[src/rtl/core/asmtok_pkg.sv]
// shared types and constants of the assembler character tokenizer
package asmtok_pkg;

  typedef enum logic [2:0] {
    MODE_IDLE    = 3'd0,
    MODE_NUMBER  = 3'd1,
    MODE_STRING  = 3'd2,
    MODE_KEYWORD = 3'd3,
    MODE_COMMENT = 3'd4,
    MODE_STOPPED = 3'd5
  } mode_e;

  typedef enum logic [2:0] {
    KIND_NUMBER  = 3'd0,
    KIND_STRING  = 3'd1,
    KIND_KEYWORD = 3'd2,
    KIND_COLON   = 3'd3,
    KIND_COMMA   = 3'd4,
    KIND_END     = 3'd5,
    KIND_ERROR   = 3'd6
  } kind_e;

  localparam logic [7:0] CH_NUL   = 8'h00;
  localparam logic [7:0] CH_TAB   = 8'h09;
  localparam logic [7:0] CH_LF    = 8'h0A;
  localparam logic [7:0] CH_SPACE = 8'h20;
  localparam logic [7:0] CH_QUOTE = 8'h22;
  localparam logic [7:0] CH_COMMA = 8'h2C;
  localparam logic [7:0] CH_DOT   = 8'h2E;
  localparam logic [7:0] CH_COLON = 8'h3A;
  localparam logic [7:0] CH_SEMI  = 8'h3B;
  localparam logic [7:0] CH_UNDER = 8'h5F;

  // result queue: two slots must be free before an item is decoded
  localparam int unsigned FIFO_DEPTH = 4;
  localparam int unsigned PTR_W      = 2;
  localparam int unsigned CNT_W      = 3;

  typedef struct packed {
    kind_e      kind;
    logic [7:0] content;
    logic       has;
    logic       done;
    logic       last;
  } res_t;

  typedef struct packed {
    mode_e      mode;
    logic       dec;
    logic [1:0] count;
    res_t       res0;
    res_t       res1;
  } step_t;

endpackage

[src/rtl/core/asmtok_if.sv]
// valid/ready channels for source bytes and token results
interface asmtok_in_if;
  logic       valid;
  logic       ready;
  logic [7:0] source_byte;

  modport source (output valid, output source_byte, input ready);
  modport sink (input valid, input source_byte, output ready);
endinterface

interface asmtok_out_if;
  logic       valid;
  logic       ready;
  logic [2:0] token_kind;
  logic [7:0] content_byte;
  logic       has_content;
  logic       token_done;
  logic       run_last;

  modport source (output valid, output token_kind, output content_byte, output has_content,
                  output token_done, output run_last, input ready);
  modport sink (input valid, input token_kind, input content_byte, input has_content,
                input token_done, input run_last, output ready);
endinterface

[src/rtl/core/asmtok_step.sv]
// per-byte lexer decode: next mode and up to two results
module asmtok_step (
  input  asmtok_pkg::mode_e mode_i,
  input  logic              dec_i,
  input  logic [7:0]        byte_i,
  output asmtok_pkg::step_t step_o
);
  import asmtok_pkg::*;

  logic  is_digit;
  logic  is_alpha;
  logic  st_n;
  res_t  st_res;
  mode_e st_mode;
  logic  st_dec;
  res_t  marker;
  res_t  content_res;

  assign is_digit = (byte_i >= 8'h30) && (byte_i <= 8'h39);
  assign is_alpha = ((byte_i >= 8'h61) && (byte_i <= 8'h7A)) ||
                    ((byte_i >= 8'h41) && (byte_i <= 8'h5A));

  // handling of the byte as the first character of a token
  always_comb begin
    st_n    = 1'b0;
    st_res  = '{kind: KIND_ERROR, content: 8'h00, has: 1'b0, done: 1'b1, last: 1'b1};
    st_mode = MODE_IDLE;
    st_dec  = dec_i;
    if (is_digit) begin
      st_n    = 1'b1;
      st_mode = MODE_NUMBER;
      st_dec  = 1'b0;
      st_res  = '{kind: KIND_NUMBER, content: byte_i, has: 1'b1, done: 1'b0, last: 1'b1};
    end else if (is_alpha) begin
      st_n    = 1'b1;
      st_mode = MODE_KEYWORD;
      st_res  = '{kind: KIND_KEYWORD, content: byte_i, has: 1'b1, done: 1'b0, last: 1'b1};
    end else if (byte_i == CH_QUOTE) begin
      st_mode = MODE_STRING;
    end else if (byte_i == CH_SPACE || byte_i == CH_TAB || byte_i == CH_LF) begin
      st_mode = MODE_IDLE;
    end else if (byte_i == CH_SEMI) begin
      st_mode = MODE_COMMENT;
    end else if (byte_i == CH_COMMA) begin
      st_n   = 1'b1;
      st_res = '{kind: KIND_COMMA, content: byte_i, has: 1'b1, done: 1'b1, last: 1'b1};
    end else if (byte_i == CH_COLON) begin
      st_n   = 1'b1;
      st_res = '{kind: KIND_COLON, content: byte_i, has: 1'b1, done: 1'b1, last: 1'b1};
    end else begin
      st_n        = 1'b1;
      st_mode     = MODE_STOPPED;
      st_res.kind = (byte_i == CH_NUL) ? KIND_END : KIND_ERROR;
    end
  end

  always_comb begin
    marker      = '{kind: KIND_NUMBER, content: 8'h00, has: 1'b0, done: 1'b1, last: ~st_n};
    content_res = '{kind: KIND_NUMBER, content: byte_i, has: 1'b1, done: 1'b0, last: 1'b1};
    step_o      = '{mode: mode_i, dec: dec_i, count: 2'd0, res0: st_res, res1: st_res};
    unique case (mode_i)
      MODE_IDLE: begin
        step_o.mode  = st_mode;
        step_o.dec   = st_dec;
        step_o.count = {1'b0, st_n};
      end
      MODE_NUMBER: begin
        if (is_digit || (byte_i == CH_DOT && !dec_i)) begin
          step_o.count = 2'd1;
          step_o.res0  = content_res;
          if (byte_i == CH_DOT) begin
            step_o.dec = 1'b1;
          end
        end else begin
          step_o.mode  = st_mode;
          step_o.dec   = st_dec;
          step_o.count = st_n ? 2'd2 : 2'd1;
          step_o.res0  = marker;
        end
      end
      MODE_KEYWORD: begin
        if (is_alpha || is_digit || byte_i == CH_UNDER || byte_i == CH_DOT) begin
          step_o.count     = 2'd1;
          step_o.res0      = content_res;
          step_o.res0.kind = KIND_KEYWORD;
        end else begin
          step_o.mode      = st_mode;
          step_o.dec       = st_dec;
          step_o.count     = st_n ? 2'd2 : 2'd1;
          step_o.res0      = marker;
          step_o.res0.kind = KIND_KEYWORD;
        end
      end
      MODE_STRING: begin
        step_o.count = 2'd1;
        if (byte_i == CH_QUOTE) begin
          step_o.mode = MODE_IDLE;
          step_o.res0 = '{kind: KIND_STRING, content: 8'h00, has: 1'b0, done: 1'b1, last: 1'b1};
        end else if (byte_i == CH_NUL) begin
          step_o.mode = MODE_STOPPED;
          step_o.res0 = '{kind: KIND_ERROR, content: 8'h00, has: 1'b0, done: 1'b1, last: 1'b1};
        end else begin
          step_o.res0      = content_res;
          step_o.res0.kind = KIND_STRING;
        end
      end
      MODE_COMMENT: begin
        if (byte_i == CH_LF) begin
          step_o.mode = MODE_IDLE;
        end else if (byte_i == CH_NUL) begin
          // zero byte closes the comment and is then an end of input
          step_o.mode  = st_mode;
          step_o.count = 2'd1;
        end
      end
      default: begin
        step_o.mode = MODE_STOPPED;
      end
    endcase
  end

endmodule

[src/rtl/core/assembler_char_tokenizer_core.sv]
// top level: input byte register, lexer decode and result queue
// an accepted byte is held in the input byte register, then decoded into the result queue
// throughput: one source byte per cycle unless the queue stalls the input; a byte that
//   ends a number or keyword and starts another token gives two results, taken one per cycle
// the result queue holds four items; input stalls when fewer than two slots are free
// reset: asynchronous, clears mode, queue pointers and valid flags; queue data is not reset
module assembler_char_tokenizer_core (
  input logic         clk_i,
  input logic         rst_ni,
  asmtok_in_if.sink   in_i,
  asmtok_out_if.source out_o
);
  import asmtok_pkg::*;

  logic             in_vld_q;
  logic [7:0]       in_byte_q;
  mode_e            mode_q, mode_d;
  logic             dec_q, dec_d;
  step_t            step;
  res_t             fifo_q [FIFO_DEPTH];
  logic [PTR_W-1:0] wr_ptr_q, wr_ptr_d;
  logic [PTR_W-1:0] rd_ptr_q, rd_ptr_d;
  logic [CNT_W-1:0] count_q, count_d;
  logic             push_ok;
  logic             consume;
  logic             pop;
  logic [CNT_W-1:0] push_n;
  res_t             head;

  asmtok_step u_step (
    .mode_i (mode_q),
    .dec_i  (dec_q),
    .byte_i (in_byte_q),
    .step_o (step)
  );

  assign push_ok    = (count_q <= CNT_W'(FIFO_DEPTH - 2));
  assign consume    = in_vld_q && push_ok;
  assign in_i.ready = !in_vld_q || push_ok;
  assign pop        = out_o.valid && out_o.ready;
  assign push_n     = consume ? CNT_W'(step.count) : '0;

  always_comb begin
    mode_d   = consume ? step.mode : mode_q;
    dec_d    = consume ? step.dec : dec_q;
    wr_ptr_d = wr_ptr_q + PTR_W'(push_n);
    rd_ptr_d = rd_ptr_q + PTR_W'(pop);
    count_d  = count_q + push_n - CNT_W'(pop);
  end

  always_ff @(posedge clk_i or negedge rst_ni) begin
    if (!rst_ni) begin
      in_vld_q <= 1'b0;
      mode_q   <= MODE_IDLE;
      dec_q    <= 1'b0;
      wr_ptr_q <= '0;
      rd_ptr_q <= '0;
      count_q  <= '0;
    end else begin
      if (in_i.ready) begin
        in_vld_q <= in_i.valid;
      end
      mode_q   <= mode_d;
      dec_q    <= dec_d;
      wr_ptr_q <= wr_ptr_d;
      rd_ptr_q <= rd_ptr_d;
      count_q  <= count_d;
    end
  end

  always_ff @(posedge clk_i) begin
    if (in_i.valid && in_i.ready) begin
      in_byte_q <= in_i.source_byte;
    end
  end

  always_ff @(posedge clk_i) begin
    if (consume && step.count != 2'd0) begin
      fifo_q[wr_ptr_q] <= step.res0;
    end
    if (consume && step.count == 2'd2) begin
      fifo_q[wr_ptr_q + PTR_W'(1)] <= step.res1;
    end
  end

  assign head               = fifo_q[rd_ptr_q];
  assign out_o.valid        = (count_q != '0);
  assign out_o.token_kind   = head.kind;
  assign out_o.content_byte = head.content;
  assign out_o.has_content  = head.has;
  assign out_o.token_done   = head.done;
  assign out_o.run_last     = head.last;

endmodule

[src/flat_wrapper.sv]
// flat-port wrapper written by rule: the top's interface ports become plain ports
module assembler_char_tokenizer_core_flat import asmtok_pkg::*;
  (clk_i, rst_ni, in_i_valid, in_i_source_byte, in_i_ready, out_o_valid, out_o_token_kind, out_o_content_byte, out_o_has_content, out_o_token_done, out_o_run_last, out_o_ready);
  asmtok_in_if in_i_i ();
  asmtok_out_if out_o_i ();
  input logic clk_i;
  input logic rst_ni;
  input wire logic [$bits(in_i_i.valid)-1:0] in_i_valid;
  input wire logic [$bits(in_i_i.source_byte)-1:0] in_i_source_byte;
  output wire logic [$bits(in_i_i.ready)-1:0] in_i_ready;
  output wire logic [$bits(out_o_i.valid)-1:0] out_o_valid;
  output wire logic [$bits(out_o_i.token_kind)-1:0] out_o_token_kind;
  output wire logic [$bits(out_o_i.content_byte)-1:0] out_o_content_byte;
  output wire logic [$bits(out_o_i.has_content)-1:0] out_o_has_content;
  output wire logic [$bits(out_o_i.token_done)-1:0] out_o_token_done;
  output wire logic [$bits(out_o_i.run_last)-1:0] out_o_run_last;
  input wire logic [$bits(out_o_i.ready)-1:0] out_o_ready;
  assign in_i_i.valid = in_i_valid;
  assign in_i_i.source_byte = in_i_source_byte;
  assign in_i_ready = in_i_i.ready;
  assign out_o_valid = out_o_i.valid;
  assign out_o_token_kind = out_o_i.token_kind;
  assign out_o_content_byte = out_o_i.content_byte;
  assign out_o_has_content = out_o_i.has_content;
  assign out_o_token_done = out_o_i.token_done;
  assign out_o_run_last = out_o_i.run_last;
  assign out_o_i.ready = out_o_ready;
  assembler_char_tokenizer_core u_core (.clk_i(clk_i), .rst_ni(rst_ni), .in_i(in_i_i), .out_o(out_o_i));
endmodule
[config.mk]
export PLATFORM = sky130hd
export DESIGN_NAME = assembler_char_tokenizer_core_flat
export DESIGN_NICKNAME = d
export VERILOG_FILES = /design/src/rtl/core/asmtok_pkg.sv /design/src/rtl/core/asmtok_if.sv /design/src/rtl/core/asmtok_step.sv /design/src/rtl/core/assembler_char_tokenizer_core.sv /design/src/flat_wrapper.sv
export SDC_FILE = /design/constraint.sdc
export NUM_CORES = 1
export LEC_CHECK = 0
export ABC_AREA = 1
export BUFFER_PORTS_ARGS = -buffer_cell sky130_fd_sc_hd__buf_4
export CORE_MARGIN = 8
export CORE_UTILIZATION = 55
export DETAILED_ROUTE_END_ITERATION = 8
export GPL_ROUTABILITY_DRIVEN = 0
export PLACE_DENSITY = 0.76
export SLEW_MARGIN = 20
export SYNTH_ARGS = -nofsm -noshare
export SYNTH_HDL_FRONTEND = slang
export SYNTH_SLANG_ARGS = --single-unit
[constraint.sdc]
create_clock -name clk_i -period 2.5 [get_ports clk_i]
set_input_delay 0.375 -clock clk_i [delete_from_list [all_inputs] [get_ports clk_i]]
set_output_delay 0.375 -clock clk_i [all_outputs]
set_load 0.005 [all_outputs]
==> results_dict.tcl <==
set metrics [dict create \
    io_pins 28 \
    seqPwrFrac_pct 30.5 \
    final_area_um2 5560 \
    worst_slack_ns -0.0624 \
    min_path_type "input port to flop" \
    synthArstFlopShare_pct 15.8 \
    cp.required_ns 2.79 \
    drive_above_1_share_pct 25.3 \
    start_util_pct 56.3 \
    clkPwrFrac_pct 14.3 \
    post-route-period-util_pct 102 \
    synth_edf_count 60 \
    grt_pass1_wl_um 18900 \
    ir_worst_vdd_uv 740 \
    comb_power_share_pct 55.3 \
    port_buffers 27 \
    ys_ff_latch 76 \
    wl_um 12600 \
    cp-end-kind "flop" \
    routed_via_density 5.99 \
    numCtsBuffers 9 \
    synth_top_area_share_pct 39.4 \
    grt-ovfl-total 0 \
    yosysUniqueCellTypes 39 \
    slew_viol_final 0 \
    regArea_um2 2180 \
    crit_chain "nand2_1 -> nand2_1 -> nand2_1 -> nand3_2 -> nand4_1 -> nor2_4 -> nor2_4 -> nor2_8 -> inv_2 -> ha_4 -> inv_2 -> fa_2" \
    clk_path_buf_depth 2 \
    whs_path_depth 1 \
    grt_max_degree 36 \
    clk_pin_slew_ns 0.08 \
    r2r_cells 12 \
    areaGrowthSynthToFinish_pct 21.4 \
    cts.sinks 76 \
    drc 0 \
    dieWidth_um 107 \
    drt_first_pass_iters 5 \
    yosys.cell_count.top_type "nand2_1" \
    synth-seq-area-share_pct 47.7 \
    grt_pass1_vias 4034 \
    whs_ns 0.194 \
    syn_nets 572 \
    coreArea_um2 8130 \
    rsz0062_at_grt "yes" \
    path_buf_inv 2 \
    min_to "u_core.in_byte_q[3]" \
    rows 33 \
    n_fill_cell 639 \
    p_leak_nw 2.33 \
    cp-start-kind "flop" \
    wl_per_cell_um 17.2 \
    path_delay_family "simple AND/OR/NAND/NOR gates" \
    synth_common_cells "102 x nand2_1, 66 x nor2_1, 60 x edfxtp_1, 52 x nand3_1, 49 x inv_1" \
    grtUsageTotal_pct 20.6 \
    rrSetupSlack_ns -0.06 \
    worst_pin_slew_ns 0.727 \
    fmax_mhz 390 \
    ys.flop_type "edfxtp_1" \
    final_antenna_net_count 0 \
    violations "negative setup slack" \
    hold_viol 0 \
    die-area_um2 11500 \
    place_ws_ns -0.0293 \
    cts_tree "yes" \
    yosysWarnings 0 \
    synth_area_per_cell_um2 8.26 \
    syn_area_um2 4580 \
    path_max_fanout 7 \
    drt-initial-drc-count 515 \
    antenna_found_initial 0 \
    crit_top_cell "nand2_1" \
    internal-power_mw 3.56 \
    clock_skew_ns 0.0113 \
    cpMaxStageDelayCell "edfxtp_1" \
    p_sw_mw 2.94 \
    netlist_instances 554 \
    holdCritStartpoint "in_i_source_byte[3]" \
    min_period_ns 2.56 \
    multi_input_area_um2 2180 \
    htree_levels 3 \
    power_density_nw_per_um2 1170 \
    max_slew_margin_pct 51.2 \
    worstSetupPathType "flop to flop" \
    setup_viol 56 \
    rr_endpoint "u_core.count_q[1]" \
    vias 4370 \
    n_antenna_cell 0 \
    nets 637 \
    synth_area_leader_cell "edfxtp_1" \
    clockRootBuffer "clkbuf_8" \
    maxCapViolCount 0 \
    final.setup.tns_ns -1.23 \
    hpwl_um 8480 \
    clock_latency_ns 0.36 \
    status "finished, violations left" \
    synthTopCellsByArea "edfxtp_1 39%, nand2_1 8.4%, dfrtp_1 6.6%" \
    die_y_um 107 \
    dpl_cell_area_um2 5090 \
    sw_frac_of_total_pct 45.2 \
    r2r-start "u_core.in_byte_q[0]" \
    final_util_pct 68.3 \
    slowest_delay_ns 0.56 \
    arrival_ns 2.85 \
]
state kept, by name (all words and copies together), names as in the netlist:
name,count
u_core.fifo_q,56
u_core.in_byte_q,8
u_core.count_q,3
u_core.mode_q,3
u_core.rd_ptr_q,2
u_core.wr_ptr_q,2
u_core.dec_q,1
u_core.in_vld_q,1
metal layers:
layer	vias to the layer above	global-route usage [%]	part of all wire, %
met1	2006	23.5	38
met2	264	35.6	49
met5	-	0	0
met4	0	10.2	3.2
met3	64	4.80	9.7
li1	2036	-	-
cell usage in the layout (no fill, tap or decap), drive strengths merged, types with 3 or more instances in the layout:
cell type / synthesis / final
nand2: 111 / 112
nor2: 80 / 80
buf: 11 / 75
o21ai: 74 / 74
edfxtp: 60 / 60
nand3: 60 / 60
inv: 57 / 57
nand4: 26 / 26
o22ai: 16 / 16
dfrtp: 12 / 12
clkbuf: 12 / 10
a21oi: 5 / 5
ha: 5 / 5
nor3: 5 / 5
dfxtp: 4 / 4
xor2: 3 / 3
clkinvlp: 0 / 3
clkinv: 1 / 3
cells by family after synthesis:
| family | synth area share [%] |
|---|---|
| adders and majority gates | 1.80 |
| AOI/OAI and AO/OA | 12.2 |
| DFF | 47.7 |
| and+or+nand+nor | 29.5 |
| buffers and inverters | 7.82 |
| xor gates and xnor gates | 0.957 |
through the flow:
step	total power, mW	cells
finish	6.51	729
detailed placement	5.30	694
floorplan	4.09	554
CTS	6.24	714
global route	6.90	729
global placement	5.21	694
power groups by stage:
stage / logic [mW] / registers, mW / clock network, mW
global route: 3.90 / 2.01 / 0.983
floorplan: 2.14 / 1.95 / 0
detailed placement: 3.30 / 2.00 / 0
global placement: 3.22 / 1.99 / 0
finish: 3.60 / 1.98 / 0.928
CTS: 3.33 / 1.97 / 0.938
area by class of cell:
cell class	count	share of cell area [%]
Sequential cell	76	39.3
Multi-Input combinational cell	398	39.2
Timing Repair Buffer	76	11.7
Inverter	58	3.92
Tap cell	105	2.36
Clock buffer	10	2.30
Clock inverter	6	1.19
worst register-to-register path, delay by kind of cell, from the launching register on:
family        cells  cell delay [ns]
simple gates      8             1.10
buf+inv           2             0.08
flops             1             0.56
fa+ha+maj         2             0.76
what timing repair did:
| action | in CTS | in global routing |
|---|---|---|
| endpoints found under the setup margin | 1 | 103 |
| cloned | 0 | 1 |
| pin swaps | 0 | 12 |
| resized for setup | 0 | 35 |
| hold buffers | 1 | 0 |
| hold endpoints to repair | 12 | 0 |
| buffers inserted | 3 | 14 |
worst max-delay path by stage:
stage	slack [ns]	endpoint	from	cells after the start
after floorplan	0.008	u_core.count_q[1]	u_core.in_byte_q[4]	15
after global placement	0.08	u_core.count_q[1]	u_core.in_byte_q[4]	12
after detailed placement	-0.03	u_core.count_q[1]	u_core.in_byte_q[4]	14
after CTS	0.008	u_core.count_q[1]	u_core.in_byte_q[1]	14
after global routing	-0.17	u_core.fifo_q[1][2]	u_core.in_byte_q[0]	14
final	-0.06	u_core.count_q[1]	u_core.in_byte_q[0]	12
Power figures use the tool's default switching activity.
